==> src/design/cbt_pkg.sv <==
`timescale 1ns / 1ps
// Shared types and constants for the cubic Bezier tessellator.
// No dependencies.
package cbt_pkg;

  localparam int COORD_BITS = 16;
  localparam int RES_BITS   = 6;
  localparam logic [RES_BITS-1:0] RES_RESET = 6'd16;

  typedef logic signed [COORD_BITS-1:0] coord_t;

  typedef struct packed {
    coord_t pos_x;
    coord_t pos_y;
    coord_t pos_z;
    coord_t left_x;
    coord_t left_y;
    coord_t left_z;
    coord_t right_x;
    coord_t right_y;
    coord_t right_z;
    logic   last_node;
  } node_t;

  typedef struct packed {
    coord_t point_x;
    coord_t point_y;
    coord_t point_z;
    logic   run_end;
  } point_t;

  // Four control points, three coordinates each, plus the index of the last step.
  typedef struct packed {
    logic [3:0][2:0][COORD_BITS-1:0] pt;
    logic [RES_BITS-1:0]             last_step;
  } seg_cmd_t;

  typedef struct packed {
    logic valid;
    logic full;
  } fifo_stat_t;

endpackage

==> src/design/cbt_div.sv <==
`timescale 1ns / 1ps
// Bit-serial divider: 2^TF / divisor, quotient and remainder, one bit a cycle.
// Depends on cbt_pkg for the resolution width.
module cbt_div #(
  parameter int TF = 16
) (
  input  logic                         clk,
  input  logic                         rst,
  input  logic                         start,
  input  logic [cbt_pkg::RES_BITS-1:0] divisor,
  output logic                         busy,
  output logic [TF:0]                  quo,
  output logic [cbt_pkg::RES_BITS-1:0] rem
);
  import cbt_pkg::*;

  localparam int CNTW = $clog2(TF + 1);

  logic [CNTW-1:0]   cnt;
  logic [RES_BITS:0] part;
  logic [RES_BITS:0] shifted;
  logic              ge;

  assign shifted = {part[RES_BITS-1:0], (cnt == CNTW'(TF))};
  assign ge      = (shifted >= {1'b0, divisor});
  assign rem     = part[RES_BITS-1:0];

  always_ff @(posedge clk) begin
    if (rst) begin
      busy <= 1'b0;
      cnt  <= '0;
    end else if (start) begin
      busy <= 1'b1;
      cnt  <= CNTW'(TF);
    end else if (busy) begin
      if (cnt == '0) begin
        busy <= 1'b0;
      end else begin
        cnt <= cnt - 1'b1;
      end
    end
  end

  always_ff @(posedge clk) begin
    if (start) begin
      part <= '0;
      quo  <= '0;
    end else if (busy) begin
      part <= ge ? shifted - {1'b0, divisor} : shifted;
      quo  <= {quo[TF-1:0], ge};
    end
  end

endmodule

==> config.mk <==
export PLATFORM = sky130hd
export DESIGN_NAME = cbt_div
export DESIGN_NICKNAME = d
export VERILOG_FILES = /design/src/design/cbt_pkg.sv /design/src/design/cbt_div.sv
export SDC_FILE = /design/constraint.sdc
export NUM_CORES = 1
export LEC_CHECK = 0
export BUFFER_PORTS_ARGS = -buffer_cell sky130_fd_sc_hd__buf_2
export CAP_MARGIN = 30
export CORE_ASPECT_RATIO = 1.1
export CORE_UTILIZATION = 41
export CTS_BUF_LIST = sky130_fd_sc_hd__clkbuf_16
export CTS_CLUSTER_SIZE = 12
export DETAILED_ROUTE_END_ITERATION = 10
export GPL_ROUTABILITY_DRIVEN = 0
export HOLD_SLACK_MARGIN = 0.1
export PLACE_DENSITY = 0.64
export SLEW_MARGIN = 20
export SYNTH_ARGS = -nofsm -noshare
export SYNTH_HDL_FRONTEND = slang
export SYNTH_SLANG_ARGS = --single-unit
==> constraint.sdc <==
create_clock -name clk -period 1.8 [get_ports clk]
set_input_delay 0.18 -clock clk [delete_from_list [all_inputs] [get_ports clk]]
set_output_delay 0.18 -clock clk [all_outputs]
set_load 0.02 [all_outputs]
## Yosys cells after proc, flatten, opt, wreduce, memory -nomap -nowiden

Cells that the tools add are included.
W data, S select, Z words.

| storage, ports and cells | value |
|---|---|
| register bits | 29 |
| word-level logic and storage cells | 23 |
| bits of input ports | 9 |
| output and inout port bits | 24 |

| cells by class | value |
|---|---|
| multiplexer cells | 7 |
| $lt $le $gt $ge | 1 |
| bitwise operators | 1 |
| reduce and logical (&&, ||, !) cells | 5 |
| equal/unequal tests | 2 |
| $add $sub $neg | 2 |

Operators by type and width:

| kind | count |
|---|---|
| $mux W5 | 3 |
| $ge A7 B6 Y1 | 1 |
| $mux W6 | 1 |
| $sub A6 B6 Y6 | 1 |
| $eq A5 B5 Y1 const B | 1 |
| $logic_not A5 Y1 | 1 |
| $sub A5 B1 Y5 const B | 1 |
| $reduce_and A2 Y1 | 2 |
| $mux W1 | 3 |
| $ne A2 B2 Y1 const B | 1 |
| $reduce_bool A2 Y1 | 1 |
| $reduce_or A2 Y1 | 1 |
| $not A1 Y1 | 1 |

## Longest topological paths before layout

| depth | value |
|---|---|
| depth after elaboration | 4 |
| depth in mapped cells | 9 |

## Worst setup path before layout

OpenSTA, ideal clock, no wires.

| timing path | value |
|---|---|
| path type | reg-to-reg |
| start point | register cnt[1] |
| end point | register part[4] |
| stages on the path, launching flop included | 10 |
| setup slack | -98 ps |
| data required time | 1713 ps |
| arrival time | 1811 ps |
| setup time | 87 ps |
| clock period less this slack | 1898 ps |
| cells stage by stage | dfxtp_1 -> inv_1 -> ha_1 -> nand3_1 -> ha_1 -> fa_1 -> nand2b_1 -> a21oi_1 -> xnor2_1 -> o31ai_1 |

| on the way | value |
|---|---|
| word-level cells in the longest chain between the ends | 3 |
| elaborated cells between the ends (all ways) | 4 |
| classes of those cells | 1 x add/sub; 1 x order compare; 1 x eq/ne; 1 x mux |

Ends and longest elaborated chain:

| what | RTL line | source |
|---|---|---|
| start, declared | cbt_div.sv:19 | `logic [CNTW-1:0] cnt;` |
| start signal, assigned | cbt_div.sv:34 | `cnt <= CNTW'(TF);` |
| start signal, assigned | cbt_div.sv:39 | `cnt <= cnt - 1'b1;` |
| $eq A5 B5 Y1 (*) | cbt_div.sv:24 | `assign shifted = {part[RES_BITS-1:0], (cnt == CNTW'(TF))};` |
| $sub A6 B6 Y6 or $ge A7 B6 Y1 (tied branches) | cbt_div.sv:49, cbt_div.sv:25 |  |
| $mux W6 (*) | cbt_div.sv:49 | `part <= ge ? shifted - {1'b0, divisor} : shifted;` |
| end signal, assigned | cbt_div.sv:49 |  |
| end, declared | cbt_div.sv:20 | `logic [RES_BITS:0] part;` |

Mark *: on every way between the ends. The rest lies on a longest branch, timed or not.
A chain may end at the register's enable or synchronous reset.

## Final worst setup path

| timing path | value |
|---|---|
| start point | register cnt[1] |
| end point | register part[3] |

The elaborated chain is that of the path after synthesis.

==> results.py <==
metrics = {
    "status": {
        "outcome": "finished with violations",
        "violations": "negative setup slack",
    },
    "synth": {
        "syn_area_um2": 1490,
        "synth_seq_cells": 29,
        "synth-edff-count": 0,
        "syn-mean-instance-area_um2": 9.31,
        "mappedNetlistNets": 178,
        "yosysWarnings": 0,
        "synth_flop_cell": "dfxtp_1",
        "async_flop_share": 0,
        "syn_inst": 160,
        "synth_seq_area_share": 0.390,
        "synth_cell_types": 41,
    },
    "global_route": {
        "track_usage": 0.197,
        "grt_first_pass_wirelength_mm": 5.76,
        "grt_busiest_layer": "met2",
        "grt_pass1_vias": 1326,
        "global_route.usage.met3": 0.0591,
        "overflow": 0,
        "antenna_found_initial": 0,
        "grt.met1_usage": 0.239,
        "grt_util_met2": 0.319,
        "grt_max_degree": 23,
    },
    "placement": {
        "portBuffers": 32,
        "dp_hpwl_mm": 2.46,
        "pre_cts_slack_ps": -69.9,
    },
    "timing": {
        "rsz0062_at_grt": "true",
        "worst_slew_pin_slew_ps": 397,
        "hold_viol_final": 0,
        "finalCritPeriodShare": 1.04,
        "clock.fmax_mhz": 535,
        "whs_ps": 185,
        "clock_skew_ps": 8.33,
        "slew-limit-headroom": 0.735,
        "finalMaxSlewViolations": 0,
        "worst_slack_ps": -67.4,
        "layout_min_cycle_time_ps": 1870,
        "final-setup-viol-count": 5,
    },
    "worst_setup_path": {
        "cp_max_fo": 5,
        "arrival_ps": 2020,
        "crit_required_ps": 1950,
        "path_class": "flop to flop",
        "start_kind": "flop",
        "end_kind": "flop",
    },
    "cts": {
        "cts.htree.levels": 2,
        "clk_pin_slew_worst_paths_ps": 50,
        "postCtsHoldBufs": 0,
        "root_buffer": "clkbuf_16",
        "cts_buffers": 5,
        "cts_sinks": 29,
        "clk_latency_ps": 270,
        "cts_tree": "done",
        "clk_path_buf_depth": 2,
    },
    "layout": {
        "layout.nets": 228,
        "fill_cells": 304,
        "drive_above_1_share": 0.370,
        "syn_to_final_growth_pct": 38.9,
        "diodes": 0,
        "utilization": 0.606,
    },
    "floorplan": {
        "die_area_um2": 3880,
        "coreArea_um2": 3410,
        "fp.dieH_um": 65.2,
        "start_util": 0.436,
        "ios": 33,
        "fp-row-count": 22,
        "die_x_um": 59.5,
    },
    "power": {
        "max-vdd-ir-drop_uv": 418,
        "powerDensity_nw_per_um2": 870,
        "p_comb_frac": 0.189,
        "p_int_mw": 1.31,
        "switching_share": 0.270,
        "switching_power_mw": 0.485,
        "clockPowerShare": 0.432,
        "p_seq_frac": 0.379,
        "p_leak_nw": 0.921,
    },
    "detailed_routing": {
        "drt_iter0_drc": 122,
        "dr_total_vias": 1407,
        "routed_wl_mm": 3.56,
        "avgRoutedWirePerCell_um": 13.7,
        "dr.pass1.iters": 4,
        "drc": 0,
        "ant_nets": 0,
        "via_per_inst": 5.43,
    },
    "hold_path": {
        "hold_path.class": "primary input to flop",
    },
    "job": {
        "maxCapViolations": 0,
    },
}
## power by group through the flow
stage	sequential, mW	combinational (mW)	clock, mW
floorplan	0.703	0.189	0
global placement	0.692	0.291	0
detailed placement	0.693	0.295	0
CTS	0.680	0.303	0.791
global route	0.684	0.367	0.821
finish	0.682	0.340	0.777
## synth_stat cells (2+ instances only)
| cell | number | area share |
|---|---|---|
| a31oi_1 | 3 | 0.013 |
| nor3_1 | 4 | 0.013 |
| a311oi_1 | 2 | 0.012 |
| clkbuf_1 | 5 | 0.013 |
| o31ai_1 | 2 | 0.010 |
| mux2i_1 | 16 | 0.11 |
| nand2_1 | 4 | 0.010 |
| a211oi_1 | 2 | 0.010 |
| and3_1 | 3 | 0.013 |
| a21oi_1 | 4 | 0.013 |
| buf_2 | 2 | 0.0067 |
| nand3b_1 | 2 | 0.010 |
| ha_1 | 8 | 0.067 |
| nor2b_1 | 3 | 0.013 |
| dfxtp_1 | 29 | 0.39 |
| nor3b_1 | 4 | 0.020 |
| nand3_1 | 7 | 0.024 |
| xor2_1 | 2 | 0.012 |
| xnor2_1 | 4 | 0.024 |
| inv_1 | 9 | 0.023 |
| nor2_1 | 24 | 0.061 |
| nand2b_1 | 2 | 0.0084 |
## critical path, cell delays in order (launching register included)
cell	delay, ps
dfxtp_2	320
inv_2	70
ha_4	150
nand3_4	100
ha_1	340
nand3_2	130
a31o_2	320
a41oi_1	210
o22ai_1	120
## layer usage
metal	part of all wire	vias up
met5	0	-
met4	0.018	0
met3	0.055	8
met2	0.48	49
met1	0.44	676
li1	-	674
## layout by cell type (no fill, tap or decap), types with 2 or more instances in the layout
| cell | count |
|---|---|
| nor2b_1 | 3 |
| nand2_1 | 4 |
| nand3_1 | 5 |
| a211oi_2 | 2 |
| nand3b_1 | 2 |
| clkbuf_16 | 5 |
| xnor2_1 | 4 |
| ha_1 | 6 |
| o31ai_1 | 2 |
| dfxtp_1 | 28 |
| mux2i_1 | 16 |
| a21oi_2 | 2 |
| buf_4 | 17 |
| nor3_1 | 4 |
| clkinv_1 | 2 |
| ha_4 | 2 |
| buf_2 | 32 |
| nor2_1 | 22 |
| xor2_1 | 2 |
| a31oi_1 | 2 |
| and3_1 | 3 |
| a21oi_1 | 2 |
| inv_1 | 7 |
| nor3b_1 | 4 |
| inv_2 | 2 |
## metrics by stage
| stage | cells | total power [mW] | instance area [um2] | setup TNS, ps |
|---|---|---|---|---|
| final | 259 | 1.80 | 2070 | -183 |
| after global routing | 259 | 1.87 | 2070 | -765 |
| after CTS | 257 | 1.77 | 1990 | -33.0 |
| after detailed placement | 249 | 0.987 | 1830 | -310 |
| after global placement | 249 | 0.983 | 1830 | -127 |
| after floorplan | 160 | 0.891 | 1510 | 0 |
## cell families (layout without fill, tap and decap cells)
logic type / after synthesis / count (layout) / synth area share
AO/OA/AOI/OAI: 23 / 23 / 0.127
XOR/XNOR: 6 / 6 / 0.0353
adder cells (fa/ha/maj): 9 / 9 / 0.0807
buffers and inverters: 16 / 67 / 0.0420
flip-flops: 29 / 29 / 0.390
multiplexers: 16 / 16 / 0.108
AND/OR/NAND/NOR: 61 / 61 / 0.218
## final timing paths
path                 from       to  slack, ps  depth (start not counted)
setup / recovery   cnt[1]  part[3]        -70                          8
hold / removal        rst   cnt[1]        190                          2
setup reg to reg   cnt[1]  part[3]        -70                          8
hold reg to reg   quo[16]  quo[16]        510                          2
## sequential cells by signal, indices dropped and copies added, names as in the netlist
name and count:
cnt 5, quo 17, busy 1, part 6
## final cells by class
cell class | instances | area, um2 | share of cell area
clock buffer | 5 | 125 | 0.0605
clock inverter | 3 | 12.5 | 0.00605
inverter | 9 | 33.8 | 0.0163
multi-input combinational | 115 | 947 | 0.458
sequential | 29 | 582 | 0.281
tap | 48 | 60.1 | 0.0290
timing repair buffer | 50 | 308 | 0.149
## what timing repair did
action | 4_1_cts | 5_1_grt
endpoints found under the setup margin | 7 | 7
resized for setup | 4 | 14
setup buffers | 0 | 2
pin swaps | 0 | 3
(Power assumes the default switching activity.)
