### config.mk
export PLATFORM = sky130hd
export DESIGN_NAME = cbt_front
export DESIGN_NICKNAME = d
export VERILOG_FILES = /design/src/design/cbt_pkg.sv /design/src/design/cbt_front.sv
export SDC_FILE = /design/constraint.sdc
export NUM_CORES = 1
export LEC_CHECK = 0
export ABC_AREA = 1
export BUFFER_PORTS_ARGS = -buffer_cell sky130_fd_sc_hd__buf_4
export CAP_MARGIN = 20
export CORE_AREA = 4 4 134 136
export DETAILED_ROUTE_END_ITERATION = 16
export DIE_AREA = 0 0 138 140
export MAX_ROUTING_LAYER = met4
export PLACE_DENSITY = 0.65
export SETUP_SLACK_MARGIN = 0.05
export SYNTH_ARGS = -nofsm -noshare
export SYNTH_HDL_FRONTEND = slang
export SYNTH_SLANG_ARGS = --single-unit
### constraint.sdc
create_clock -name clk -period 2.9 [get_ports clk]
set_clock_uncertainty 0.1 [all_clocks]
set_input_delay 0.435 -clock clk [delete_from_list [all_inputs] [get_ports clk]]
set_output_delay 0.435 -clock clk [all_outputs]
set_load 0.005 [all_outputs]
### src/design/cbt_pkg.sv
`timescale 1ns / 1ps
// Shared types and constants for the cubic Bezier tessellator.
// No dependencies.
package cbt_pkg;

  localparam int COORD_BITS = 16;
  localparam int RES_BITS   = 6;
  localparam logic [RES_BITS-1:0] RES_RESET = 6'd16;

  typedef logic signed [COORD_BITS-1:0] coord_t;

  typedef struct packed {
    coord_t pos_x;
    coord_t pos_y;
    coord_t pos_z;
    coord_t left_x;
    coord_t left_y;
    coord_t left_z;
    coord_t right_x;
    coord_t right_y;
    coord_t right_z;
    logic   last_node;
  } node_t;

  typedef struct packed {
    coord_t point_x;
    coord_t point_y;
    coord_t point_z;
    logic   run_end;
  } point_t;

  // Four control points, three coordinates each, plus the index of the last step.
  typedef struct packed {
    logic [3:0][2:0][COORD_BITS-1:0] pt;
    logic [RES_BITS-1:0]             last_step;
  } seg_cmd_t;

  typedef struct packed {
    logic valid;
    logic full;
  } fifo_stat_t;

endpackage

### src/design/cbt_front.sv
`timescale 1ns / 1ps
// Front end: accepts nodes, keeps the previous node, builds segment commands.
// Depends on cbt_pkg.
module cbt_front (
  input  logic                         clk,
  input  logic                         rst,
  input  logic                         in_valid,
  output logic                         in_stall,
  input  cbt_pkg::node_t               in_data,
  input  logic                         hold,
  input  logic                         full,
  input  logic [cbt_pkg::RES_BITS-1:0] res_eff,
  output logic                         push,
  output cbt_pkg::seg_cmd_t            cmd
);
  import cbt_pkg::*;

  logic [2:0][COORD_BITS-1:0] prev_pos;
  logic [2:0][COORD_BITS-1:0] prev_right;
  logic                       have_prev;
  logic                       acc;
  logic [2:0][COORD_BITS-1:0] cur_pos;
  logic [2:0][COORD_BITS-1:0] cur_left;

  assign in_stall = hold | full;
  assign acc      = in_valid & ~in_stall;
  assign push     = acc & (have_prev | in_data.last_node);
  assign cur_pos  = {in_data.pos_z, in_data.pos_y, in_data.pos_x};
  assign cur_left = {in_data.left_z, in_data.left_y, in_data.left_x};

  always_comb begin
    cmd.pt[3] = cur_pos;
    if (have_prev) begin
      cmd.pt[0]     = prev_pos;
      cmd.pt[1]     = prev_right;
      cmd.pt[2]     = cur_left;
      cmd.last_step = in_data.last_node ? res_eff : res_eff - 1'b1;
    end else begin
      cmd.pt[0]     = cur_pos;
      cmd.pt[1]     = cur_pos;
      cmd.pt[2]     = cur_pos;
      cmd.last_step = '0;
    end
  end

  always_ff @(posedge clk) begin
    if (rst) begin
      have_prev <= 1'b0;
    end else if (acc) begin
      have_prev <= ~in_data.last_node;
    end
  end

  always_ff @(posedge clk) begin
    if (acc && !in_data.last_node) begin
      prev_pos   <= cur_pos;
      prev_right <= {in_data.right_z, in_data.right_y, in_data.right_x};
    end
  end

endmodule

Word level (Yosys, flattened, before mapping)
Index checks and enable logic that the tools add are counted.
{"block": "word_totals", "wordCells": 18, "input_bits": 156, "register_bits": 97}
{"block": "op_classes", "n_reduce_logical": 2, "mux": 2, "bitwise_logic": 6, "n_addsub": 1}
{"operator": "$mux W150", "n": 1}
{"operator": "$mux W6", "n": 1}
{"operator": "$sub A6 B1 Y6 const B", "n": 1}
{"operator": "$and A1 B1 Y1", "n": 2}
{"operator": "$not A1 Y1", "n": 2}
{"operator": "$or A1 B1 Y1", "n": 2}
{"operator": "$logic_and A1 B1 Y1", "n": 1}
{"operator": "$logic_not A1 Y1", "n": 1}

Logic depth before layout (Yosys ltp)
{"block": "logic_depth", "ltp_word": 4, "mapped_depth": 7}

Worst setup path after synthesis
Ideal clock, no wire load.
{"block": "synth_timing", "path_kind": "in2reg", "from": "in in_data[0] (netlist bit)", "to": "reg prev_pos[0] (netlist bit), enable pin", "arrival_time_ps": 2511, "n_path_buf": 0, "slack_ps": -160, "cell_stages": 3, "path_cell_list": "inv_1 > nand4_1 > inv_1"}
{"block": "synth_via", "elab_chain_len": 2}
{"item": "start: declaration", "line": "cbt_front.sv:9", "source": "input cbt_pkg::node_t in_data,"}
{"item": "$logic_not A1 Y1", "line": "cbt_front.sv:55", "source": "if (acc && !in_data.last_node) begin"}
{"item": "$logic_and A1 B1 Y1", "line": "cbt_front.sv:55"}
{"item": "end signal: assignment", "line": "cbt_front.sv:56", "source": "prev_pos <= cur_pos;"}
{"item": "end: declaration", "line": "cbt_front.sv:18", "source": "logic [2:0][COORD_BITS-1:0] prev_pos;"}
No other way between the ends.
A chain may end at the register's enable or synchronous reset.

==> run_summary.xml <==
<?xml version="1.0" encoding="UTF-8"?>
<metrics>
  <group name="status">
    <metric name="run_status" unit="">completed</metric>
  </group>
  <group name="timing">
    <metric name="hold_viol" unit="">0</metric>
    <metric name="final_period_minus_worst_setup_slack" unit="ns">2.22</metric>
    <metric name="report.final.slew_viol_count" unit="">0</metric>
    <metric name="achievable_freq" unit="GHz">0.450</metric>
    <metric name="maxSlewHeadroom" unit="%">55.4</metric>
    <metric name="finalSetupViolCount" unit="">0</metric>
    <metric name="holdWs" unit="ns">0.147</metric>
    <metric name="max_slew.worst_pin.slew" unit="ns">0.669</metric>
    <metric name="tns" unit="ns">0</metric>
    <metric name="grt_setup_unrepaired" unit="">false</metric>
    <metric name="period_share" unit="%">76.6</metric>
  </group>
  <group name="setup_path">
    <metric name="cp_delay_by_family_top" unit="">buffers and inverters</metric>
    <metric name="setup.worst_path.class" unit="">register to output pin</metric>
    <metric name="worstPathRequired" unit="ns">2.37</metric>
    <metric name="timing.critical_path.depth" unit="">5</metric>
    <metric name="reg2reg_path_depth" unit="">3</metric>
    <metric name="critPathLaunchType" unit="">register</metric>
    <metric name="reg2reg_to" unit="">have_prev</metric>
    <metric name="r2r-start" unit="">have_prev</metric>
    <metric name="critical_path_endpoint_category" unit="">output pin</metric>
    <metric name="worst_setup_path_endpoint" unit="">cmd[84]</metric>
    <metric name="critical_path.n_buffers_inverters" unit="">3</metric>
    <metric name="largest_stage_delay_worst_path" unit="ns">0.39</metric>
    <metric name="cpMaxStageDelayCell" unit="">inv_2</metric>
    <metric name="r2r_slack" unit="ns">1.62</metric>
    <metric name="cp_max_fo" unit="">26</metric>
    <metric name="critical-path-top-cell-by-count" unit="">nand2_1</metric>
    <metric name="critPathLaunch" unit="">have_prev</metric>
    <metric name="critical_path_cell_by_cell" unit="">inv_2 -&gt; buf_12 -&gt; nand2_1 -&gt; nand2_1 -&gt; buf_4</metric>
    <metric name="critical_path_arrival" unit="ns">1.69</metric>
  </group>
  <group name="layout">
    <metric name="regArea" unit="sq um">2910</metric>
    <metric name="post-route-cell-area" unit="sq um">7670</metric>
    <metric name="final_core_util" unit="%">45.3</metric>
    <metric name="multiInputGateArea" unit="sq um">1410</metric>
    <metric name="layout-drive-gt1-share" unit="%">44.3</metric>
    <metric name="layout.filler_cells" unit="">1726</metric>
    <metric name="count_of_nets_after_finishing" unit="">1003</metric>
    <metric name="antenna-diode-count" unit="">0</metric>
    <metric name="flow.area_growth_from_synthesis" unit="%">58.1</metric>
  </group>
  <group name="global_routing">
    <metric name="grt_remaining_overflow" unit="">0</metric>
    <metric name="total_grt_usage" unit="%">15.8</metric>
    <metric name="number_of_global_route_vias_before_repair" unit="">4489</metric>
    <metric name="first_pass_grt_wire_length" unit="mm">23.9</metric>
    <metric name="grt_antenna_before_repair" unit="">0</metric>
    <metric name="maximum_number_of_pins_on_one_net_before_global_route_repair" unit="">151</metric>
  </group>
  <group name="routing">
    <metric name="antenna_violating_nets_post_route" unit="">0</metric>
    <metric name="routed_wire_length_per_instance" unit="microns">14.7</metric>
    <metric name="ratio_of_routed_vias_to_standard_cells" unit="">4.30</metric>
    <metric name="first_pass_iters" unit="">4</metric>
    <metric name="routed_wirelength" unit="mm">15.9</metric>
    <metric name="drcViolationCount" unit="">0</metric>
    <metric name="detail_route.iter0.violations" unit="">168</metric>
    <metric name="vias" unit="">4632</metric>
  </group>
  <group name="yosys">
    <metric name="synthCells" unit="">546</metric>
    <metric name="most_area_hungry_cell_type_in_the_yosys_netlist" unit="">edfxtp_1</metric>
    <metric name="syn-mean-instance-area" unit="sq um">8.88</metric>
    <metric name="ys_top_cells_by_area" unit="">edfxtp_1, nand2_1, buf_4, inv_1, nor2_1</metric>
    <metric name="dominantRegCellSynth" unit="">edfxtp_1</metric>
    <metric name="post_synth_arst_share" unit="%">0</metric>
    <metric name="synth_nets" unit="">703</metric>
    <metric name="yosysMostFrequentCell" unit="">nand2_1</metric>
    <metric name="yosys_warnings" unit="">0</metric>
    <metric name="synth.cells.most_frequent" unit="">nand2_1, edfxtp_1, buf_4, inv_1, nor2_1</metric>
    <metric name="ys_ff_latch" unit="">97</metric>
    <metric name="synth_cell_type_count" unit="">14</metric>
    <metric name="yosysSeqAreaShare" unit="%">59.8</metric>
    <metric name="synth_top_area_share" unit="%">59.4</metric>
    <metric name="post_synth_instance_area" unit="sq um">4850</metric>
    <metric name="synth_edf_count" unit="">96</metric>
  </group>
  <group name="placed_design">
    <metric name="portBuffers" unit="">355</metric>
    <metric name="gpl.final_weighted_congestion" unit="">0.891</metric>
    <metric name="place_area" unit="sq um">7390</metric>
    <metric name="post-dp-hpwl" unit="mm">12.2</metric>
  </group>
  <group name="clocking">
    <metric name="path_clk_slew" unit="ns">0.07</metric>
    <metric name="cts.path.max_buffers" unit="">2</metric>
    <metric name="clock_sink_count" unit="">97</metric>
    <metric name="h-tree-depth" unit="">3</metric>
    <metric name="cts_tree" unit="">built</metric>
    <metric name="insertion_delay" unit="ns">0.33</metric>
    <metric name="post-cts-setup-buffer-count" unit="">0</metric>
    <metric name="clock_root_buffer_master" unit="">clkbuf_16</metric>
    <metric name="tritoncts.num_buffers" unit="">9</metric>
    <metric name="postCtsHoldBufs" unit="">0</metric>
    <metric name="cts_repair_resizes" unit="">0</metric>
  </group>
  <group name="floorplan">
    <metric name="die_footprint" unit="sq um">19300</metric>
    <metric name="ioPinCount" unit="">356</metric>
    <metric name="fp.dieW" unit="microns">138</metric>
    <metric name="core_region_area" unit="sq um">16900</metric>
    <metric name="die_height" unit="microns">140</metric>
    <metric name="rows" unit="">48</metric>
    <metric name="initial_utilization" unit="%">28.6</metric>
  </group>
  <group name="min_path">
    <metric name="hold_path.startpoint" unit="">rst</metric>
    <metric name="min-delay-path-class" unit="">primary input to register</metric>
  </group>
  <group name="pwr">
    <metric name="fin_total_pwr" unit="uW">3390</metric>
    <metric name="cellPowerDensity" unit="nW/um^2">442</metric>
    <metric name="power_switching_share" unit="%">24.4</metric>
    <metric name="power_frac_seq" unit="%">47.1</metric>
    <metric name="total_switching_power" unit="uW">827</metric>
    <metric name="p_leak" unit="uW">0.00371</metric>
    <metric name="internal_pwr_total" unit="uW">2570</metric>
    <metric name="power.share.combinational" unit="%">20.0</metric>
    <metric name="ir_drop" unit="mV">0.349</metric>
    <metric name="pwr-share-clk" unit="%">32.9</metric>
  </group>
  <group name="job">
    <metric name="drv_cap" unit="">0</metric>
  </group>
</metrics>
-- state kept, by name, indices dropped and copies added (netlist names) --
register and cells:
prev_pos 48, have_prev 1, prev_right 48
-- metal layers --
metal / track usage, % / wire [microns] / vias to the layer above
met1: 19.0 / 6410 / 2093
met3: 4.10 / 1030 / 28
met5: - / 0 / -
li1: - / - / 2298
met2: 25.4 / 7950 / 213
met4: 6.71 / 475 / 0
-- worst min-delay path by stage --
stage / to / slack [ns] / cells past startpoint
6_report: have_prev / 0.15 / 2
4_1_cts: have_prev / 0.13 / 2
5_1_grt: prev_right[28] / 0.14 / 1
3_3_place_gp: have_prev / 0.49 / 2
2_1_floorplan: have_prev / 0.40 / 1
3_5_place_dp: have_prev / 0.49 / 2
-- area by class of cell --
type                    instances  area share, %
multi-input cells             368           18.4
well taps                     225           3.67
inverters                      11          0.587
flip-flops and latches         97           37.9
clock inverters                 7          0.702
repair buffers                359           35.8
clock buffers                   9           2.94
-- cell usage in the layout, fill, tap and decap left out, drive strengths merged --
master    instances
clkinv            3
ha                1
clkinvlp          2
nor2             10
nand4             2
nand2           342
buf             359
a21oi             6
nand3             4
dfxtp             1
clkbuf            9
o21ai             3
inv              13
edfxtp           96
-- per-stage QoR --
stage / worst slack [ns] / instances
global route: 0.544 / 1076
global placement: 0.843 / 1060
CTS: 0.623 / 1076
floorplan: 0.361 / 546
detailed placement: 0.819 / 1060
finish: 0.679 / 1076
-- kinds of logic (layout without fill, tap and decap cells) --
| group | Yosys count | after routing | synth area share, % |
|---|---|---|---|
| AO/OA/AOI/OAI | 9 | 9 | 0.928 |
| adder cells (fa/ha/maj) | 1 | 1 | 0.258 |
| buffers and inverters | 81 | 386 | 11.1 |
| flip-flops | 97 | 97 | 59.8 |
| AND/OR/NAND/NOR | 358 | 358 | 27.9 |
-- power by group through the flow --
stage | Combinational (uW) | Clock [uW] | Sequential (uW)
floorplan | 228 | 0 | 1630
global placement | 683 | 0 | 1630
detailed placement | 687 | 0 | 1630
CTS | 689 | 1160 | 1600
global route | 743 | 1220 | 1600
finish | 679 | 1120 | 1600
Note: power is estimated with default switching activity, not from simulation.
