## src/design/cbt_pkg.sv

```systemverilog
`timescale 1ns / 1ps
// Shared types and constants for the cubic Bezier tessellator.
// No dependencies.
package cbt_pkg;

  localparam int COORD_BITS = 16;
  localparam int RES_BITS   = 6;
  localparam logic [RES_BITS-1:0] RES_RESET = 6'd16;

  typedef logic signed [COORD_BITS-1:0] coord_t;

  typedef struct packed {
    coord_t pos_x;
    coord_t pos_y;
    coord_t pos_z;
    coord_t left_x;
    coord_t left_y;
    coord_t left_z;
    coord_t right_x;
    coord_t right_y;
    coord_t right_z;
    logic   last_node;
  } node_t;

  typedef struct packed {
    coord_t point_x;
    coord_t point_y;
    coord_t point_z;
    logic   run_end;
  } point_t;

  // Four control points, three coordinates each, plus the index of the last step.
  typedef struct packed {
    logic [3:0][2:0][COORD_BITS-1:0] pt;
    logic [RES_BITS-1:0]             last_step;
  } seg_cmd_t;

  typedef struct packed {
    logic valid;
    logic full;
  } fifo_stat_t;

endpackage

```

## src/design/cbt_fifo.sv

```systemverilog
`timescale 1ns / 1ps
// Short segment queue between the front and the back of the tessellator.
// Depends on cbt_pkg for the status struct.
module cbt_fifo #(
  parameter int WIDTH = 8,
  parameter int DEPTH = 2
) (
  input  logic                clk,
  input  logic                rst,
  input  logic                push,
  input  logic [WIDTH-1:0]    din,
  input  logic                pop,
  output cbt_pkg::fifo_stat_t stat,
  output logic [WIDTH-1:0]    dout
);
  import cbt_pkg::*;

  localparam int AW = (DEPTH > 1) ? $clog2(DEPTH) : 1;
  localparam int CW = $clog2(DEPTH + 1);

  logic [WIDTH-1:0] mem [DEPTH];
  logic [AW-1:0]    wr_ptr;
  logic [AW-1:0]    rd_ptr;
  logic [CW-1:0]    count;
  logic             do_push;
  logic             do_pop;

  assign stat.valid = (count != '0);
  assign stat.full  = (count == CW'(DEPTH));
  assign dout       = mem[rd_ptr];
  assign do_push    = push & ~stat.full;
  assign do_pop     = pop & stat.valid;

  always_ff @(posedge clk) begin
    if (rst) begin
      wr_ptr <= '0;
      rd_ptr <= '0;
      count  <= '0;
    end else begin
      if (do_push) begin
        wr_ptr <= (wr_ptr == AW'(DEPTH - 1)) ? '0 : wr_ptr + 1'b1;
      end
      if (do_pop) begin
        rd_ptr <= (rd_ptr == AW'(DEPTH - 1)) ? '0 : rd_ptr + 1'b1;
      end
      count <= count + CW'(do_push) - CW'(do_pop);
    end
  end

  always_ff @(posedge clk) begin
    if (do_push) begin
      mem[wr_ptr] <= din;
    end
  end

endmodule

```

## config.mk

```make
export PLATFORM = sky130hd
export DESIGN_NAME = cbt_fifo
export DESIGN_NICKNAME = d
export VERILOG_FILES = /design/src/design/cbt_pkg.sv /design/src/design/cbt_fifo.sv
export SDC_FILE = /design/constraint.sdc
export NUM_CORES = 1
export LEC_CHECK = 0
export ABC_AREA = 1
export ABC_CLOCK_PERIOD_IN_PS = 1430
export BUFFER_PORTS_ARGS = -buffer_cell sky130_fd_sc_hd__buf_2
export CAP_MARGIN = 20
export CORE_MARGIN = 4
export CORE_UTILIZATION = 45
export DETAILED_ROUTE_END_ITERATION = 10
export GPL_ROUTABILITY_DRIVEN = 0
export PLACE_DENSITY = 0.79
export SLEW_MARGIN = 5
export SYNTH_ARGS = -nofsm -noshare
export SYNTH_HDL_FRONTEND = slang
export SYNTH_SLANG_ARGS = --single-unit
```

## constraint.sdc

```tcl
create_clock -name clk -period 1.43 [get_ports clk]
set_input_delay 0.143 -clock clk [delete_from_list [all_inputs] [get_ports clk]]
set_output_delay 0.143 -clock clk [all_outputs]
set_load 0.02 [all_outputs]
```

Word level (Yosys, flattened, before mapping)

Memories as Yosys holds them, arrays and structs flattened. A register that Yosys moved wholly into a read port is not among the register bits.
Cells that the tools add are included.

Bitwise operators: 3
Equality and inequality tests: 1
Multiplexer cells: 6
Add/subtract/negate cells: 4
Reductions and logical operators: 1

Operators with widths:

| kind                | number |
|---|---|
| $mux 1              | 6 |
| $add 1x1->1 const B | 2 |
| $add 2x1->2         | 1 |
| $and 1x1->1         | 2 |
| $eq 2x2->1 const B  | 1 |
| $reduce_bool 2->1   | 1 |
| $sub 2x1->2         | 1 |
| $not 1->1           | 1 |

Output and inout bits: 10
Input port bits: 12
Register bits after elaboration: 4
Bits in writable memories: 16
Memories: 1

Memory list:

| memory | depth | width | rd ports | clocked after memory_dff | wr ports | line           | source |
|---|---|---|---|---|---|---|---|
| mem    | 2     | 8     | 1        | 1                        | 1        | cbt_fifo.sv:21 | `logic [WIDTH-1:0] mem [DEPTH];` |

Logic depth before layout (Yosys ltp)

Gate-level depths: netlist (run 1).

Word-level depth: 5
Mapped depth: 11

Least setup slack after synthesis (run 1)

Ideal clock, no wire load.

Path kind: reg-to-reg
Start point: reg count[0]
End point: reg count[1]
Path buffers: 0
Arrival time: 1.292 ns
Data required time: 1.315 ns
Setup slack: 0.023 ns
Period minus slack after synthesis: 1.407 ns
Cell stages (with the launch flop): 11
Cell sequence: dfxtp_1 -> inv_1 -> nand2_1 -> nand2_1 -> ha_1 -> inv_1 -> ha_1 -> inv_1 -> nand2_1 -> a21oi_1 -> nor2_1

Cells in the longest elaborated chain, start to end: 5
Elaborated cells between the ends (all ways): 7
Those cells by class: add/sub (2); eq/ne (1); bitwise (3); reduce/logical (1)

Ends and longest elaborated chain:

| item                   | line           | source |
|---|---|---|
| from (decl)            | cbt_fifo.sv:24 | `logic [CW-1:0] count;` |
| from (signal assigned) | cbt_fifo.sv:46 | `count <= count + CW'(do_push) - CW'(do_pop);` |
| $eq 2x2->1             | cbt_fifo.sv:29 | `assign stat.full = (count == CW'(DEPTH));` |
| $not 1->1              | cbt_fifo.sv:31 | `assign do_push = push & ~stat.full;` |
| $and 1x1->1            | cbt_fifo.sv:31 |  |
| $add 2x1->2            | cbt_fifo.sv:46 |  |
| $sub 2x1->2 (*)        | cbt_fifo.sv:46 |  |

Mark *: on every way between the ends. The rest lies on a longest branch, timed or not.
A chain may end at the register's enable or synchronous reset.

Worst setup path after layout (run 1)

Ends and elaborated chain as after synthesis.

==> results_tabular.tex, run 1 <==
\begin{tabular}{lr}
\hline
Metric & Value \\
\hline
\multicolumn{2}{l}{\textbf{Finish}} \\
Final \#Nets & 109 \\
Fillers & between 100 and 150 \\
Area overhead of the layout relative to synthesis & 31.1\% \\
Utilization after layout & a little under two thirds \\
Layout Cell Area excl Fill & 1130 um2 \\
Area occupied by multi-input gates & 293 um2 \\
Sequential cell area & roughly 590 um2 \\
Share of cells above drive strength 1 & 56.4\% \\
Number of diodes added for antenna fixing & 0 \\
\multicolumn{2}{l}{\textbf{Worst setup path}} \\
Sort of element at the start of the critical path & flop \\
Slowest cell on the critical path & sky130\_fd\_sc\_hd\_\_dfxtp\_4 \\
Crit-path max FO & 3 \\
Required time of the critical path & 1.63 ns \\
Crit path buf inv count & 3 \\
Launch point of the worst reg-to-reg path & count[0]\$\_SDFF\_PP0\_ \\
CP peak stage delay & 0.39 ns \\
Ordered list of cells on the worst path & inv\_2 > nand2\_2 > nand2\_2 > ha\_4 > inv\_2 > ha\_4 > inv\_2 > nand2\_2 > a21oi\_2 > nor2\_1 \\
Cell family with most CP delay & adder cells \\
Cell count of the worst reg-to-reg path & 10 \\
Arr. time, crit path & 1.64 ns \\
Total stage count of the critical path & 10 \\
RR Endpoint & count[1]\$\_SDFF\_PP0\_ \\
Register-to-register path setup slack & -0.006 ns \\
Sort of element at the end of the critical path & flop \\
Critical path start-end classification & reg -> reg \\
\multicolumn{2}{l}{\textbf{CTS}} \\
TritonCTS clock tree & yes \\
Worst-skew pair later-pin latency & 0.30 ns \\
Number of clock sinks & 21 \\
Clock transition time at the flip-flop clock pins of the worst setup and hold paths & 0.11 ns \\
Maximum count of clock buffers along a single path & 2 \\
Number of CTS-inserted buffers & 3 \\
Cell at the root of the clock tree & sky130\_fd\_sc\_hd\_\_clkbuf\_4 \\
Count of H-tree levels built during CTS & 1 \\
\multicolumn{2}{l}{\textbf{Global route}} \\
Number of global-route vias before repair & 493 \\
Wire length of the first global-routing pass & 1.88 mm \\
Global route total overflow & 0 \\
Antenna violations before repair & 0 \\
Overall routing resource usage & between 10\% and 20\% \\
Pin count of the biggest net entering global routing & 12 \\
\multicolumn{2}{l}{\textbf{Route}} \\
Starting DRT DRC Count & 16 \\
Total vias in the final route & 569 \\
Average wire per standard cell & 12.8 um \\
Detailed-router iteration count before antenna repair & 4 \\
Detailed Route WL & 1.53 mm \\
Post-detailed-route DRC marker count & 0 \\
Post-DR vias/cell & 4.78 \\
Routed Antenna Nets & 0 \\
\multicolumn{2}{l}{\textbf{STA}} \\
Post-route worst setup slack & -0.00636 ns \\
Final critical delay including setup and external delays & 1.44 ns \\
Final setup vio count & 1 \\
Post-Route Skew & 0.00112 ns \\
Setup\_tns & -0.00636 ns \\
Worst-case hold slack & between 0.02 and 0.03 ns \\
Post-route fraction of the period consumed by the critical path & 100\% \\
Number of pins with negative max-slew slack in the final report & 0 \\
Maximum clock frequency & 696 MHz \\
Slew margin rel. & 79.7\% \\
Worst-Margin Slew & just over 0.3 ns \\
Final hold violations & 0 \\
\multicolumn{2}{l}{\textbf{Yosys}} \\
Synth Cell Area & 866 um2 \\
Number of nets in the synthesized netlist & between 70 and 80 \\
Most common library cells after synthesis & 16 x sky130\_fd\_sc\_hd\_\_edfxtp\_1, 10 x sky130\_fd\_sc\_hd\_\_inv\_1, 8 x sky130\_fd\_sc\_hd\_\_mux2\_4, 8 x sky130\_fd\_sc\_hd\_\_nand2\_1, 8 x sky130\_fd\_sc\_hd\_\_nor2\_1 \\
Most instantiated library cell after synthesis & sky130\_fd\_sc\_hd\_\_edfxtp\_1 \\
Library cell occupying the most area in the post-synthesis netlist & sky130\_fd\_sc\_hd\_\_edfxtp\_1 \\
Share of the yosys chip area belonging to registers & approximately two thirds \\
Leading cell types by total area after synthesis & sky130\_fd\_sc\_hd\_\_edfxtp\_1 55\%, sky130\_fd\_sc\_hd\_\_mux2\_4 14\%, sky130\_fd\_sc\_hd\_\_dfxtp\_1 12\% \\
Number of enable-type register cells in the synthesized netlist & 16 \\
Top FF cell, synth & sky130\_fd\_sc\_hd\_\_edfxtp\_1 \\
Synth async-reset ratio & 0\% \\
Synth top area share & a little under three fifths \\
Total of flip-flops plus latches after synthesis & 21 \\
Synthesized instance count & 64 \\
Warnings from Yosys & 0 \\
Netlist cell types & 11 \\
Synthesized area per cell & 13.5 um2 \\
\multicolumn{2}{l}{\textbf{Run status}} \\
Outcome & finished, violations left \\
Violations in the final reports & negative setup slack \\
\multicolumn{2}{l}{\textbf{Job}} \\
Max-cap check violation count & 0 \\
\multicolumn{2}{l}{\textbf{Placed design}} \\
Sum of net half-perimeters after detailed placement & 980 um \\
Cell area reported after detailed placement & 1010 um2 \\
Port bufs & 21 \\
\multicolumn{2}{l}{\textbf{Die}} \\
Die outline area & $\sim$2700 um2 \\
Die height & $\sim$52 um \\
Number of rows in the core area & 15 \\
Die span in x & 51.9 um \\
Starting density of the core & 48.6\% \\
Core footprint & 1780 um2 \\
Number of top-level pins & 22 \\
\multicolumn{2}{l}{\textbf{Worst hold path}} \\
Worst-case hold path end point & mem[1][4]\$\_DFFE\_PP\_ \\
Hold Crit Start & din[4] \\
Count of cells along the worst hold path & 1 \\
Class of the tightest hold or removal check & in -> reg \\
\multicolumn{2}{l}{\textbf{Pwr}} \\
Pleak & 0.496 nW \\
Power density normalized to cell area & roughly 1800 nW/um2 \\
Total Power & 2.07 mW \\
Peak supply drop & around 1100 uV \\
\hline
\end{tabular}
## report_power, final
| group | internal (mW) | total (mW) | switching (mW) |
|---|---|---|---|
| sequential | 0.799 | 0.872 | 0.0730 |
| clock | 0.109 | 0.273 | 0.165 |
| combinational | 0.428 | 0.929 | 0.501 |
| total | 1.34 | 2.07 | 0.738 |
## through the flow
| stage | std cells | worst slack (ns) |
|---|---|---|
| finish | 119 | -0.00636 |
| global route | 119 | -0.0172 |
| CTS | 117 | 0.00580 |
| detailed placement | 112 | -0.0428 |
| global placement | 112 | -0.000281 |
| floorplan | 64 | 0.0232 |
## placed cells by master (no fill, tap or decap)
| cell type | synthesis | final |
|---|---|---|
| sky130_fd_sc_hd__buf_2 | 0 | 21 |
| sky130_fd_sc_hd__edfxtp_1 | 16 | 16 |
| sky130_fd_sc_hd__mux2_4 | 8 | 8 |
| sky130_fd_sc_hd__inv_1 | 10 | 7 |
| sky130_fd_sc_hd__nor2_1 | 8 | 7 |
| sky130_fd_sc_hd__nand2_1 | 8 | 4 |
| sky130_fd_sc_hd__nand2_2 | 0 | 4 |
| sky130_fd_sc_hd__buf_4 | 0 | 4 |
| sky130_fd_sc_hd__inv_2 | 0 | 3 |
| sky130_fd_sc_hd__clkbuf_4 | 0 | 3 |
| sky130_fd_sc_hd__nor2_4 | 0 | 2 |
| sky130_fd_sc_hd__nand3_1 | 3 | 2 |
| sky130_fd_sc_hd__ha_4 | 0 | 2 |
| sky130_fd_sc_hd__dfxtp_2 | 0 | 2 |
| sky130_fd_sc_hd__dfxtp_1 | 5 | 2 |
| sky130_fd_sc_hd__a21oi_1 | 2 | 1 |
| sky130_fd_sc_hd__a21oi_2 | 0 | 1 |
| sky130_fd_sc_hd__nand3_2 | 0 | 1 |
| sky130_fd_sc_hd__clkbuf_1 | 0 | 1 |
| sky130_fd_sc_hd__dfxtp_4 | 0 | 1 |
| sky130_fd_sc_hd__dlygate4sd3_1 | 0 | 1 |
| sky130_fd_sc_hd__buf_8 | 0 | 1 |
## cell type report
type,count,area share [%]
Multi-Input combinational cell,32,25.8
Sequential cell,21,51.7
Clock buffer,4,2.32
Timing Repair Buffer,27,14.1
Inverter,10,3.31
Tap cell,25,2.76
## metal layers
| layer | vias to the layer above | part of all wire, % | GRT usage (%) |
|---|---|---|---|
| met3 | 6 | 6.9 | 3.72 |
| li1 | 275 | - | - |
| met4 | 0 | 4.6 | 9.17 |
| met5 | - | 0 | 0 |
| met2 | 23 | 54 | 18.4 |
| met1 | 265 | 35 | 9.11 |
## worst max-delay path by stage
stage / startpoint / to / slack (ns)
2_1_floorplan: count[0]$_SDFF_PP0_ / count[1]$_SDFF_PP0_ / 0.02
3_3_place_gp: count[0]$_SDFF_PP0_ / count[1]$_SDFF_PP0_ / -0.0003
3_5_place_dp: count[0]$_SDFF_PP0_ / count[1]$_SDFF_PP0_ / -0.04
4_1_cts: count[0]$_SDFF_PP0_ / count[1]$_SDFF_PP0_ / 0.006
5_1_grt: count[0]$_SDFF_PP0_ / count[1]$_SDFF_PP0_ / -0.02
6_report: count[0]$_SDFF_PP0_ / count[1]$_SDFF_PP0_ / -0.006
## logic make-up (layout without fill, tap and decap cells)
logic type	after synthesis	in the layout	share of synthesized area, %
adders and majority gates	2	2	2.89
DFF	21	21	67.1
and+or+nand+nor	20	20	9.39
AOI/OAI and AO/OA	2	2	1.16
buffers and inverters	11	41	5.64
muxes	8	8	13.9
## registers in the layout, indices dropped and copies added, names as in the netlist, named ones only
| signal | flops |
|---|---|
| mem | 16 |
| count | 2 |
| rd_ptr | 1 |
| wr_ptr | 1 |
## what timing repair did
item,CTS,global route
buffers inserted,0,2
gates resized for setup,3,18
gates cloned,0,0
hold endpoints to repair,1,0
hold buffers,1,0
pin swaps,2,4
endpoints found under the setup margin,4,8
(Power assumes the default switching activity.)
==> run 2: changes to the inputs <==
Settings changed: HOLD_SLACK_MARGIN set to 0.05, MAX_ROUTING_LAYER set to met4.
==> run 2 against run 1 <==
Against the previous run: the run now ends clean; clock skew barely moved; flip-flop and latch count stayed put; non-clock buffer count increased by 8; fmax grew 0.54%; die area unchanged; critical path depth unchanged; wire length increased by 3.7%; core utilization up 4.5 points; sequential share of layout area is 3.4 points lower; total power up 1.0%; hold slack improved by 0.12 ns; sequential power is essentially flat; critical endpoint unchanged; largest cell class unchanged.
==> results_tabular.tex, run 2 (synthesis results as in run 1) <==
\begin{tabular}{lr}
\hline
Metric & Value \\
\hline
\multicolumn{2}{l}{\textbf{Finish}} \\
Flip-flop count of the largest register after layout & 16 (unchanged) \\
Top Registers & mem x16, count x2 \\
Layout Cell Area excl Fill & 1210 um2 (+7.1\%) \\
Final \#Nets & 117 (+7.3\%) \\
Leading cell types in the layout, fill and taps excluded & 21 x sky130\_fd\_sc\_hd\_\_buf\_2, 16 x sky130\_fd\_sc\_hd\_\_edfxtp\_1, 9 x sky130\_fd\_sc\_hd\_\_dlygate4sd3\_1 \\
Fillers & 133 (-7.6\%) \\
Area overhead of the layout relative to synthesis & 40.3\% \\
Sequential cell area & 587 um2 (unchanged) \\
Most frequent standard cell in the layout excluding fill and tap cells & sky130\_fd\_sc\_hd\_\_buf\_2 \\
Area occupied by multi-input gates & 293 um2 (unchanged) \\
Register ranked first by flip-flop count & mem \\
Number of diodes added for antenna fixing & 0 (unchanged) \\
Share of cells above drive strength 1 & 52.0\% (-4.4 points) \\
\multicolumn{2}{l}{\textbf{CTS}} \\
Maximum count of clock buffers along a single path & 2 (unchanged) \\
Count of H-tree levels built during CTS & 1 (unchanged) \\
Worst-skew pair later-pin latency & 0.30 ns (about the same) \\
Clock transition time at the flip-flop clock pins of the worst setup and hold paths & 0.11 ns (about the same) \\
Number of clock sinks & 21 (unchanged) \\
TritonCTS clock tree & yes \\
Number of CTS-inserted buffers & 3 (unchanged) \\
Cell at the root of the clock tree & sky130\_fd\_sc\_hd\_\_clkbuf\_4 \\
\multicolumn{2}{l}{\textbf{Worst hold path}} \\
Count of cells along the worst hold path & 3 (+2) \\
Class of the tightest hold or removal check & in -> reg \\
Hold Crit Start & push \\
Worst-case hold path end point & wr\_ptr\$\_SDFFE\_PP0P\_ \\
\multicolumn{2}{l}{\textbf{Worst setup path}} \\
Sort of element at the start of the critical path & flop \\
Critical path start-end classification & reg -> reg \\
Cell count of the worst reg-to-reg path & 10 (unchanged) \\
Crit-path max FO & 3 (unchanged) \\
RR Endpoint & count[1]\$\_SDFF\_PP0\_ \\
Arr. time, crit path & 1.63 ns (about the same) \\
Launch point of the worst path & count[0]\$\_SDFF\_PP0\_ \\
Register-to-register path setup slack & 0.001 ns (about the same) \\
Sort of element at the end of the critical path & flop \\
Launch point of the worst reg-to-reg path & count[0]\$\_SDFF\_PP0\_ \\
Required time of the critical path & 1.63 ns (about the same) \\
\multicolumn{2}{l}{\textbf{Global route}} \\
Number of global-route vias before repair & 521 (+5.7\%) \\
Wire length of the first global-routing pass & 1.98 mm (+5.2\%) \\
Antenna violations before repair & 0 (unchanged) \\
Pin count of the biggest net entering global routing & 12 (unchanged) \\
Overall routing resource usage & 11.2\% (+0.71 points) \\
Global route total overflow & 0 (unchanged) \\
\multicolumn{2}{l}{\textbf{Die}} \\
Die span in x & 51.9 um (unchanged) \\
Starting density of the core & 48.6\% (unchanged) \\
Die height & 51.9 um (unchanged) \\
Number of rows in the core area & 15 (unchanged) \\
Core footprint & 1780 um2 (unchanged) \\
Number of top-level pins & 22 (unchanged) \\
Die outline area & 2690 um2 (unchanged) \\
\multicolumn{2}{l}{\textbf{Pwr}} \\
Pleak & 0.530 nW (+6.7\%) \\
Peak supply drop & 1100 uV (+0.58\%) \\
Total Power & 2.10 mW (+1.0\%) \\
Power density normalized to cell area & 1730 nW/um2 (-5.6\%) \\
\multicolumn{2}{l}{\textbf{STA}} \\
Final hold violations & 0 (unchanged) \\
Slew margin rel. & 79.9\% (+0.20 points) \\
Final critical delay including setup and external delays & 1.43 ns (-0.00765 ns) \\
Final setup vio count & 0 (-1) \\
Post-Route Skew & 0.00156 ns (+0.000441 ns) \\
Post-route worst setup slack & 0.00129 ns (+0.00765 ns) \\
Number of pins with negative max-slew slack in the final report & 0 (unchanged) \\
Worst-Margin Slew & 0.301 ns (-0.00306 ns) \\
Maximum clock frequency & 700 MHz (+0.54\%) \\
Post-route fraction of the period consumed by the critical path & 99.9\% (-0.54 points) \\
\multicolumn{2}{l}{\textbf{Job}} \\
Max-cap check violation count & 0 (unchanged) \\
\multicolumn{2}{l}{\textbf{Route}} \\
Starting DRT DRC Count & 11 (-5) \\
Post-detailed-route DRC marker count & 0 (unchanged) \\
Routed Antenna Nets & 0 (unchanged) \\
Average wire per standard cell & 12.5 um (-2.9\%) \\
Post-DR vias/cell & 4.69 (-1.9\%) \\
Total vias in the final route & 596 (+4.7\%) \\
Detailed-router iteration count before antenna repair & 4 (unchanged) \\
Detailed Route WL & 1.58 mm (+3.7\%) \\
\multicolumn{2}{l}{\textbf{Run status}} \\
Outcome & finished clean \\
\multicolumn{2}{l}{\textbf{Placed design}} \\
Port bufs & 21 (unchanged) \\
Post-placement worst setup slack & -0.0428 ns (unchanged) \\
Cell area reported after detailed placement & 1010 um2 (unchanged) \\
Sum of net half-perimeters after detailed placement & 980 um (unchanged) \\
\hline
\end{tabular}
[run 2: cell count changes in the layout (fill, tap and decap cells not counted)]
cell                            previous run  this run
sky130_fd_sc_hd__dlygate4sd3_1             1         9
[run 2: where the power goes]
part	internal, mW	leakage [nW]	switching, mW	total (mW)
clock	0.109	0.0150	0.166	0.275
sequential	0.799	0.192	0.0710	0.870
combinational	0.444	0.322	0.507	0.951
total	1.35	0.530	0.745	2.10
[run 2: cell type report]
| cell class | count | share of cell area (%) |
|---|---|---|
| tap | 25 | 2.57 |
| sequential | 21 | 48.3 |
| multi-input combinational | 32 | 24.1 |
| timing repair buffer | 35 | 19.8 |
| clock buffer | 4 | 2.16 |
| inverter | 10 | 3.09 |
[run 2: repair_timing]
item / CTS / global route
hold buffers: 9 / 0
endpoints found under the hold margin: 17 / 0
pin swaps: 2 / 5
gates resized for setup: 3 / 18
buffers inserted: 0 / 2
setup endpoints to repair: 4 / 9
[run 2: stage by stage]
stage / std cells / utilization, % / hold slack (ns) / setup TNS, ns
detailed placement: 112 / 56.8 / 0.317 / -0.0428
global route: 127 / 68.1 / 0.145 / -0.0218
finish: 127 / 68.1 / 0.141 / 0
CTS: 125 / 63.8 / 0.124 / 0
floorplan: 64 / - / 0.214 / 0
global placement: 112 / 56.8 / 0.313 / -0.000281
[run 2: metal layers]
| metal | GRT usage, % | up-vias | wire length [um] |
|---|---|---|---|
| met2 | 19.7 | 26 | 834 |
| met4 | 9.17 | 0 | 74 |
| met5 | - | - | 0 |
| met3 | 2.87 | 6 | 106 |
| li1 | - | 289 | - |
| met1 | 9.85 | 275 | 567 |
[run 2: critical path: stages, from the launching register on]
cell and delay [ns]:
sky130_fd_sc_hd__dfxtp_4 0.39, sky130_fd_sc_hd__inv_2 0.05, sky130_fd_sc_hd__nand2_2 0.07, sky130_fd_sc_hd__nand2_2 0.07, sky130_fd_sc_hd__ha_4 0.26, sky130_fd_sc_hd__inv_2 0.03, sky130_fd_sc_hd__ha_4 0.15, sky130_fd_sc_hd__inv_2 0.05
sky130_fd_sc_hd__nand2_2 0.06, sky130_fd_sc_hd__a21oi_2 0.15, sky130_fd_sc_hd__nor2_1 0.05
[run 2: how the worst max path moves through the flow]
stage / end / slack, ns / cells after the start
after floorplan: count[1]$_SDFF_PP0_ / 0.02 / 10
after global placement: count[1]$_SDFF_PP0_ / -0.0003 / 10
after detailed placement: count[1]$_SDFF_PP0_ / -0.04 / 10
after CTS: count[1]$_SDFF_PP0_ / 0.006 / 10
after global routing: count[1]$_SDFF_PP0_ / -0.01 / 10
final: count[1]$_SDFF_PP0_ / 0.001 / 10
==> run 3: changes to the inputs <==
Settings changed: ABC_CLOCK_PERIOD_IN_PS 1430 to 1200.
Clock period 1.43 ns to 1.2 ns, I/O delays scaled along.
==> run 3 against run 2 <==
Against the previous run: the flow now finishes with violations (negative setup slack); via count grew 5.2%; cell area grew 14%; sequential power grew 20%; fmax grew 3.5%.
==> results_tabular.tex, run 3 (synthesis results as in run 1) <==
\begin{tabular}{lr}
\hline
Metric & Value \\
\hline
\multicolumn{2}{l}{\textbf{Finish}} \\
Register ranked first by flip-flop count & mem \\
Utilization after layout & 77.5\% (+9.3 points) \\
Final cell count without fillers & 134 (+5.5\%) \\
Share of cells above drive strength 1 & 60.6\% (+8.6 points) \\
Final \#Nets & 124 (+6.0\%) \\
Top Registers & mem x16, count x2 \\
Number of diodes added for antenna fixing & 0 (unchanged) \\
Leading cell types in the layout, fill and taps excluded & 16 x sky130\_fd\_sc\_hd\_\_edfxtp\_1, 16 x sky130\_fd\_sc\_hd\_\_buf\_6, 11 x sky130\_fd\_sc\_hd\_\_buf\_2 \\
Area overhead of the layout relative to synthesis & 59.5\% \\
Flip-flop count of the largest register after layout & 16 (unchanged) \\
\multicolumn{2}{l}{\textbf{CTS}} \\
Worst-skew pair later-pin latency & 0.31 ns (about the same) \\
Maximum count of clock buffers along a single path & 2 (unchanged) \\
Cell at the root of the clock tree & sky130\_fd\_sc\_hd\_\_clkbuf\_4 \\
Count of H-tree levels built during CTS & 1 (unchanged) \\
Clock transition time at the flip-flop clock pins of the worst setup and hold paths & 0.12 ns (about the same) \\
Number of CTS-inserted buffers & 3 (unchanged) \\
TritonCTS clock tree & yes \\
Number of clock sinks & 21 (unchanged) \\
\multicolumn{2}{l}{\textbf{Route}} \\
Routed Antenna Nets & 0 (unchanged) \\
Post-DR vias/cell & 4.68 (-0.29\%) \\
Average wire per standard cell & 14.9 um (+20\%) \\
Total vias in the final route & 627 (+5.2\%) \\
Post-detailed-route DRC marker count & 0 (unchanged) \\
Detailed-router iteration count before antenna repair & 3 (-1) \\
Detailed Route WL & 2.00 mm (+26\%) \\
Starting DRT DRC Count & 8 (-3) \\
\multicolumn{2}{l}{\textbf{STA}} \\
Worst-Margin Slew & 0.188 ns (-0.112 ns) \\
Final hold violations & 0 (unchanged) \\
Post-Route Skew & 0.00128 ns (-0.000282 ns) \\
Unrepaired setup endpoints after global routing & yes \\
Setup\_tns & -2.35 ns (-2.35 ns) \\
Slew margin rel. & 87.4\% (+7.5 points) \\
Final setup vio count & 20 (+20) \\
Final critical delay including setup and external delays & 1.38 ns (-0.0477 ns) \\
Post-route worst setup slack & -0.181 ns (-0.182 ns) \\
Maximum clock frequency & 724 MHz (+3.5\%) \\
Worst-case hold slack & 0.112 ns (-0.0296 ns) \\
Number of pins with negative max-slew slack in the final report & 0 (unchanged) \\
Post-route fraction of the period consumed by the critical path & 115\% (+15 points) \\
\multicolumn{2}{l}{\textbf{Global route}} \\
Wire length of the first global-routing pass & 3.05 mm (+54\%) \\
Pin count of the biggest net entering global routing & 13 (+1) \\
Overall routing resource usage & 16.8\% (+5.6 points) \\
Global route total overflow & 0 (unchanged) \\
Antenna violations before repair & 0 (unchanged) \\
Number of global-route vias before repair & 708 (+36\%) \\
\multicolumn{2}{l}{\textbf{Pwr}} \\
Total Power & 2.96 mW (+41\%) \\
Peak supply drop & 1410 uV (+28\%) \\
Power density normalized to cell area & 2140 nW/um2 (+24\%) \\
Pleak & 0.600 nW (+13\%) \\
\multicolumn{2}{l}{\textbf{Die}} \\
Starting density of the core & 48.6\% (unchanged) \\
Core footprint & 1780 um2 (unchanged) \\
Die span in x & 51.9 um (unchanged) \\
Die outline area & 2690 um2 (unchanged) \\
Number of top-level pins & 22 (unchanged) \\
Die height & 51.9 um (unchanged) \\
Number of rows in the core area & 15 (unchanged) \\
\multicolumn{2}{l}{\textbf{Worst setup path}} \\
Required time of the critical path & 1.42 ns (-0.21 ns) \\
Cell count of the worst reg-to-reg path & 10 (unchanged) \\
Arr. time, crit path & 1.60 ns (-0.03 ns) \\
RR Endpoint & count[1]\$\_SDFF\_PP0\_ \\
Register-to-register path setup slack & -0.18 ns (-0.18 ns) \\
Sort of element at the start of the critical path & flop \\
Launch point of the worst reg-to-reg path & count[1]\$\_SDFF\_PP0\_ \\
Crit-path max FO & 3 (unchanged) \\
Sort of element at the end of the critical path & flop \\
Critical path start-end classification & reg -> reg \\
\multicolumn{2}{l}{\textbf{Job}} \\
Max-cap check violation count & 0 (unchanged) \\
\multicolumn{2}{l}{\textbf{Run status}} \\
Violations in the final reports & negative setup slack \\
Outcome & finished, violations left \\
\multicolumn{2}{l}{\textbf{Placed design}} \\
DP Cell Count & 117 (+4.5\%) \\
Port bufs & 21 (unchanged) \\
Sum of net half-perimeters after detailed placement & 1.17 mm (+19\%) \\
\multicolumn{2}{l}{\textbf{Worst hold path}} \\
Hold Crit Start & pop \\
Count of cells along the worst hold path & 4 (+1) \\
Class of the tightest hold or removal check & in -> reg \\
\hline
\end{tabular}
run 3: changes by cell type in the layout (fill, tap and decap cells not counted), sizes merged:
cell	before	now
clkinv	0	1
clkbuf	4	3
buf	26	33
run 3: routing by layer:
| layer | track usage [%] | up-vias | wire, um |
|---|---|---|---|
| li1 | - | 306 | - |
| met1 | 15.4 | 292 | 667 |
| met2 | 31.8 | 21 | 1150 |
| met3 | 2.87 | 8 | 100 |
| met4 | 10.0 | 0 | 82 |
| met5 | - | - | 0 |
run 3: power by group:
part,switching [mW],internal [mW]
clock,0.228,0.125
sequential,0.0842,0.951
combinational,0.720,0.850
total,1.03,1.93
run 3: stage by stage:
step	setup WS, ns	cell area (um2)
detailed placement	-0.195	1070
CTS	-0.171	1330
floorplan	-0.110	876
global placement	-0.144	1070
finish	-0.181	1380
global route	-0.243	1380
run 3: area by class of cell:
class,count,area (um2)
clock buffer,3,22.5
multi-input combinational,32,313
inverter,10,40.0
fill,107,402
clock inverter,1,5.00
tap,25,31.3
timing repair buffer,42,383
sequential,21,587
run 3: critical path, stage by stage, from the launching register on:
cell and delay (ns):
sky130_fd_sc_hd__dfxtp_4 0.39, sky130_fd_sc_hd__nor2_2 0.05, sky130_fd_sc_hd__nor2_2 0.16, sky130_fd_sc_hd__ha_4 0.23, sky130_fd_sc_hd__inv_2 0.06, sky130_fd_sc_hd__ha_4 0.14
sky130_fd_sc_hd__inv_4 0.04, sky130_fd_sc_hd__nand2_4 0.07, sky130_fd_sc_hd__nand3_2 0.07, sky130_fd_sc_hd__nand2_1 0.06, sky130_fd_sc_hd__nor2_1 0.04
run 3: worst max path at each step:
stage                              startpoint                  end  slack (ns)  cells after the start
after global placement    count[1]$_SDFF_PP0_  count[1]$_SDFF_PP0_       -0.14                      8
after floorplan           count[1]$_SDFF_PP0_  count[1]$_SDFF_PP0_       -0.11                     10
after global routing      count[0]$_SDFF_PP0_  count[1]$_SDFF_PP0_       -0.24                     11
after CTS                                flop              dout[2]       -0.17                      3
final                     count[1]$_SDFF_PP0_  count[1]$_SDFF_PP0_       -0.18                     10
after detailed placement  count[0]$_SDFF_PP0_  count[1]$_SDFF_PP0_       -0.20                     10
run 3: repair_timing:
item / 4_1_cts / 5_1_grt
endpoints found under the hold margin: 17 / 0
endpoints found under the setup margin: 19 / 28
setup buffers: 3 / 2
cloned: 0 / 0
hold buffers: 9 / 0
pin swaps: 6 / 4
resized for setup: 38 / 10
